## src/trusted_key_table_unit_macros.svh

```systemverilog
// Assertion macros shared by the trusted key table RTL.
`ifndef TRUSTED_KEY_TABLE_UNIT_MACROS_SVH
`define TRUSTED_KEY_TABLE_UNIT_MACROS_SVH

`ifndef ASSERT_OFF
// Same-cycle implication, disabled during reset.
`define TKT_ASSERT_IMP(label, clk, rst, ante, cons) \
   label: assert property (@(posedge clk) disable iff (rst) (ante) |-> (cons)) \
      else $error("trusted key table assertion failed");
// Next-cycle implication, disabled during reset.
`define TKT_ASSERT_NEXT(label, clk, rst, ante, cons) \
   label: assert property (@(posedge clk) disable iff (rst) (ante) |=> (cons)) \
      else $error("trusted key table assertion failed");
`else
`define TKT_ASSERT_IMP(label, clk, rst, ante, cons)
`define TKT_ASSERT_NEXT(label, clk, rst, ante, cons)
`endif

`endif

```

## src/tkt_pkg.sv

```systemverilog
// Types and constants of the trusted key table.
package tkt_pkg;

   localparam int MAX_ENTRIES = 32;
   localparam int KEY_WORDS   = 6;
   localparam int WORD_W      = 64;
   localparam int KEY_W       = KEY_WORDS * WORD_W;
   localparam int IDX_W       = 5;
   localparam int CNT_W       = 6;
   localparam int SEL_W       = (MAX_ENTRIES > 1) ? $clog2(MAX_ENTRIES) : 1;

   typedef logic [KEY_W-1:0] key_type;

   typedef enum logic [1:0] {
      ACT_ADD    = 2'd0,
      ACT_REMOVE = 2'd1,
      ACT_LOOKUP = 2'd2,
      ACT_READ   = 2'd3
   } action_type;

   typedef enum logic [2:0] {
      ST_OK       = 3'd0,
      ST_FULL     = 3'd1,
      ST_DUP      = 3'd2,
      ST_PROT     = 3'd3,
      ST_NOTFOUND = 3'd4,
      ST_RANGE    = 3'd5
   } status_type;

   typedef enum logic {
      S_IDLE = 1'b0,
      S_EXEC = 1'b1
   } state_type;

   typedef struct packed {
      key_type key;
      logic    prot;
   } entry_type;

   typedef struct packed {
      logic load;
      logic shift;
   } cell_ctrl_type;

endpackage

```

## src/tkt_cell.sv

```systemverilog
// One table cell: holds an entry, compares it and shifts from its upper neighbour.
module tkt_cell (
   input  logic                  clock,
   input  logic                  reset,
   input  logic                  occupied,
   input  logic                  cmp_en,
   input  tkt_pkg::key_type      cmp_key,
   input  tkt_pkg::cell_ctrl_type ctrl,
   input  tkt_pkg::entry_type    new_entry,
   input  tkt_pkg::entry_type    upper_entry,
   input  logic                  chain_in,
   output tkt_pkg::entry_type    entry,
   output logic                  match,
   output logic                  chain_out
);
   import tkt_pkg::*;

   entry_type entry_ff, entry_in;
   logic      match_ff, match_in;

   // Latch the compare result when a transaction is taken
   assign match_in  = cmp_en ? (occupied && (entry_ff.key == cmp_key)) : match_ff;
   // Cells at or above the matching one move down on removal
   assign chain_out = chain_in | match_ff;

   always_comb begin
      priority if (ctrl.load) begin
         entry_in = new_entry;
      end else if (ctrl.shift && chain_out) begin
         entry_in = upper_entry;
      end else begin
         entry_in = entry_ff;
      end
   end

   always_ff @(posedge clock) begin
      if (reset) begin
         match_ff <= 1'b0;
      end else begin
         match_ff <= match_in;
      end
   end

   always_ff @(posedge clock) begin
      entry_ff <= entry_in;
   end

   assign entry = entry_ff;
   assign match = match_ff;
endmodule

```

## config.mk

```make
export PLATFORM = sky130hd
export DESIGN_NAME = tkt_cell
export DESIGN_NICKNAME = d
export VERILOG_FILES = /design/src/trusted_key_table_unit_macros.svh /design/src/tkt_pkg.sv /design/src/tkt_cell.sv
export SDC_FILE = /design/constraint.sdc
export NUM_CORES = 1
export LEC_CHECK = 0
export BUFFER_PORTS_ARGS = -buffer_cell sky130_fd_sc_hd__buf_2
export CAP_MARGIN = 0
export CORE_AREA = 4 4 599 601
export DETAILED_ROUTE_END_ITERATION = 6
export DIE_AREA = 0 0 603 605
export SYNTH_ARGS = -nofsm -noshare
export SYNTH_HDL_FRONTEND = slang
export SYNTH_SLANG_ARGS = --single-unit
export TNS_END_PERCENT = 1
```

## constraint.sdc

```tcl
create_clock -name clock -period 23.5 [get_ports clock]
set_input_delay 4.7 -clock clock [delete_from_list [all_inputs] [get_ports clock]]
set_output_delay 4.7 -clock clock [all_outputs]
set_load 0.05 [all_outputs]
```

* Word level (Yosys, flattened, before mapping)
Cells that the tools add are included.
Word-level totals: register bits 386, bits in latches 0, memory bits (writable) 0, memory bits (read-only) 0, input bits 1161, output and inout port bits 387, word-level logic and storage cells 10, memories kept 0
Operators by class: $add $sub $neg 0, $mul 0, div/mod/pow operators 0, $lt $le $gt $ge 0, eq/ne operators 1, shift-type cells 0, multiplexer cells 2, bitwise gates (word level) 1, reductions and logical operators 3
Operators with widths (count):
- 2-to-1 mux 385 bit | 2
- == test 384 bit | 1
- logical AND 1 bit | 2
- nonzero test 2 bit | 1
- bitwise OR 1 bit | 1

* Longest topological paths before layout
depth in word-level cells 4, gate-level depth with buffers 7, depth with buffers taken out 7

* Least setup slack after synthesis
No wires, ideal clock.
kind input to register, from in ctrl[1] in the netlist's numbering, to reg entry_ff, in the netlist entry[0] (enable), data arrival time 13.186 ns, slack 9.566 ns, stages 4, buffers on the path 3, cells stage by stage clkbuf_1 > clkbuf_1 > buf_2 > a21o_1
On the way: cells in the longest elaborated chain, start to end 1
Ends and longest elaborated chain:
- start: declaration | line tkt_cell.sv:8 | input tkt_pkg::cell_ctrl_type ctrl,
- nonzero test 2 bit (no line)
- end signal: assignment | line tkt_cell.sv:45 | entry_ff <= entry_in;
- end: declaration | line tkt_cell.sv:18 | entry_type entry_ff, entry_in;
No other way between the ends. A chain may end at the register's enable or synchronous reset.

* Worst setup path after layout
from in chain_in, to out chain_out
On the way: cells in the longest elaborated chain, start to end 1
Ends and longest elaborated chain:
- start: declaration | line tkt_cell.sv:11 | input logic chain_in,
- bitwise OR 1 bit | line tkt_cell.sv:24 | assign chain_out = chain_in | match_ff;
- end: declaration | line tkt_cell.sv:14 | output logic chain_out
No other way between the ends.

==> flow_metrics.py <==
metrics = {
    "clock_network": {
        "cts_buffer_depth": 3,
        "path_clk_slew_ns": 0.07,
        "cts_tree": "yes",
        "postCtsSetupRepairBufs": 0,
        "worst_skew_pair.late_latency_ns": 0.77,
        "cts_sinks": 386,
        "cts_resized": 0,
        "h-tree-depth": 2,
        "cts_hold_buf": 0,
        "numCtsBuffers": 61,
        "cts-root-buf": "clkbuf_16",
    },
    "sta": {
        "clock.fmax_mhz": 99.9,
        "max_slew_margin": 0.0518,
        "finalSetupViolations": 0,
        "fin_crit_sh": 0.426,
        "skew_ns": 0.0360,
        "setup_tns_ns": 0,
        "slew_violations": 0,
        "finalHoldViolations": 0,
        "rsz0062_at_grt": "no",
        "holdWs_ns": 0.595,
        "worst_pin_slew_ns": 1.41,
        "fin_crit_ns": 10.01,
    },
    "cells_and_area": {
        "drive_gt1_frac": 0.652,
        "multi_input_area_sq_um": 9150,
        "postLayoutCoreUtil": 0.107,
        "postLayoutCellArea_sq_um": 37900,
        "register_area_sq_um": 11600,
        "finalNonFillerCells": 8128,
        "fillers": 40700,
        "syn2layout_area_growth_pct": 77.9,
        "fin_nets": 4330,
    },
    "critical_path": {
        "ff2ff_setup_slack_ns": 19.58,
        "critPathArrivalTime_ns": 5.31,
        "crit_fanout": 2,
        "crit_top_cell": "buf_2",
        "crit-reg2reg-capture": "match",
        "crit_chain": "buf_2, or2_2, buf_2",
        "critical-path-top-delay-family": "buffers and inverters",
        "cp_data_required_time_ns": 18.80,
        "slowest_stage": "or2_2",
        "reg2regPathDepth": 7,
        "worstSetupEndpointType": "primary output",
        "critPathKind": "in2out",
        "startpoint": "chain_in",
        "r2r_start": "entry[380]",
        "path_buf_inv": 2,
        "slowest_delay_ns": 0.29,
        "start_kind": "input pin",
    },
    "yosys": {
        "synth-seq-cells": 386,
        "syn_nets": 2730,
        "yosys.area.top_type": "edfxtp_1",
        "netlist_instances": 1569,
        "ys_types": 41,
        "synth_area_leaders": "edfxtp_1 54%, mux2_2 20%, xnor2_1 5.6%",
        "synth_seq_area_share": 0.544,
        "synth-edff-count": 385,
        "syn_avg_cell_area_sq_um": 13.6,
        "synth.top_cell.area_share": 0.543,
        "synth_area_sq_um": 21300,
        "yosys_warnings": 0,
        "ys.flop_type": "edfxtp_1",
        "synthTopCellsByCount": "385 x edfxtp_1, 385 x mux2_2, 143 x inv_1",
        "async_flop_share": 0,
    },
    "min_path": {
        "min_from": "match",
        "hold_class": "reg2reg",
        "hold_path_depth": 2,
        "whs_endpoint": "match",
    },
    "job": {
        "drv_cap": 0,
    },
    "run_status": {
        "status": "finished clean",
    },
    "power": {
        "ir_drop_uv": 59.8,
        "seqPwrFrac": 0.348,
        "leakage_uw": 0.0147,
        "p_int_uw": 1670,
        "power.share.clock": 0.347,
        "p_per_area_nw_per_um2": 76.9,
        "switching_share": 0.428,
        "p_sw_uw": 1250,
        "combPwrFrac": 0.305,
    },
    "route": {
        "via_per_inst": 2.96,
        "drcViolationCount": 0,
        "ant_nets": 0,
        "drt_first_iter_violations": 2565,
        "dr.pass1.iters": 7,
        "wl_per_cell_um": 41.9,
        "drt_wl_total_mm": 341,
        "via_count": 24100,
    },
    "die": {
        "ios": 1548,
        "dieArea_sq_um": 365000,
        "dieWidth_um": 603,
        "start_util": 0.0603,
        "placementRows": 218,
        "core_region_area_sq_um": 353000,
        "die_h_um": 605,
    },
    "grt": {
        "grt_use_total": 0.178,
        "grt_overflow_total": 0,
        "grt_max_degree": 122,
        "grt_antenna_before_repair": 477,
        "grt_pass1_vias": 21900,
        "grt_pass1_wl_mm": 383,
    },
    "place": {
        "gp_congestion": 0.927,
        "dp.cells": 7836,
        "io_buffer_count": 1547,
        "dp_hpwl_mm": 315,
        "dpl_cell_area_sq_um": 35300,
    },
}
-- how the worst max path moves through the flow --
| stage | to | slack [ns] | cells past startpoint |
|---|---|---|---|
| floorplan | entry[0] | 9.57 | 4 |
| global placement | chain_out | 13.48 | 3 |
| detailed placement | chain_out | 13.50 | 3 |
| CTS | chain_out | 13.50 | 3 |
| global route | chain_out | 13.48 | 3 |
| finish | chain_out | 13.49 | 3 |
-- worst register-to-register path, cell delays in order (launching register included) --
cell,delay [ns]
edfxtp_1,0.63
nor2b_1,0.10
a2111o_1,0.59
nor4_2,1.19
nand4_1,0.54
nor3_1,0.27
nand3_1,0.32
o21ai_1,0.22
-- flip-flops by register name (all words and copies together), names as in the netlist --
signal and flops:
entry 385, match 1
-- routing by layer --
metal	up-vias	global-route usage	routed length (um)	share of wire
met4	220	0.0508	13000	0.038
met5	-	0	1440	0.0042
met1	11400	0.182	115000	0.34
li1	9386	-	-	-
met2	2188	0.309	165000	0.49
met3	916	0.101	45200	0.13
-- per-stage QoR --
stage	power, uW	worst slack (ns)
floorplan	1370	9.57
global placement	1920	13.48
detailed placement	1940	13.50
CTS	2980	13.50
global route	3010	13.48
finish	2910	13.49
-- layout by cell type, fill, tap and decap left out, drive strengths merged, types with 9 or more instances in the layout --
cell type  instances
buf             1580
mux2             385
edfxtp           385
diode            177
inv              156
xnor2            136
nor2b            124
clkbuf            66
o22ai             52
nand4             47
nand2b            47
xor2              45
nor4              40
a2111o            37
clkinv            20
o2111ai           16
a2111oi           15
o2bb2ai            9
-- kinds of logic (layout without fill, tap and decap cells) --
kind of cell | count (synthesis) | count (layout) | synth area share
buffers and inverters | 186 | 1838 | 0.0331
xor gates and xnor gates | 181 | 181 | 0.0745
muxes | 385 | 385 | 0.204
other | 0 | 177 | 0
DFF | 386 | 386 | 0.544
and+or+nand+nor | 279 | 279 | 0.0819
AOI/OAI and AO/OA | 152 | 152 | 0.0623
-- area by class of cell --
| cell class | instances | share of cell area |
|---|---|---|
| sequential | 386 | 0.306 |
| multi-input combinational | 997 | 0.242 |
| clock buffer | 66 | 0.0408 |
| inverter | 143 | 0.0142 |
| antenna | 177 | 0.0117 |
| tap | 4730 | 0.156 |
| timing repair buffer | 1580 | 0.215 |
| clock inverter | 49 | 0.0145 |
-- power groups by stage --
stage	clock [uW]	combinational [uW]	sequential, uW
after global routing	1070	931	1020
after CTS	1050	915	1020
after floorplan	0	170	1200
after detailed placement	0	912	1030
final	1010	887	1010
after global placement	0	896	1030
Note: power is estimated with default switching activity, not from simulation.
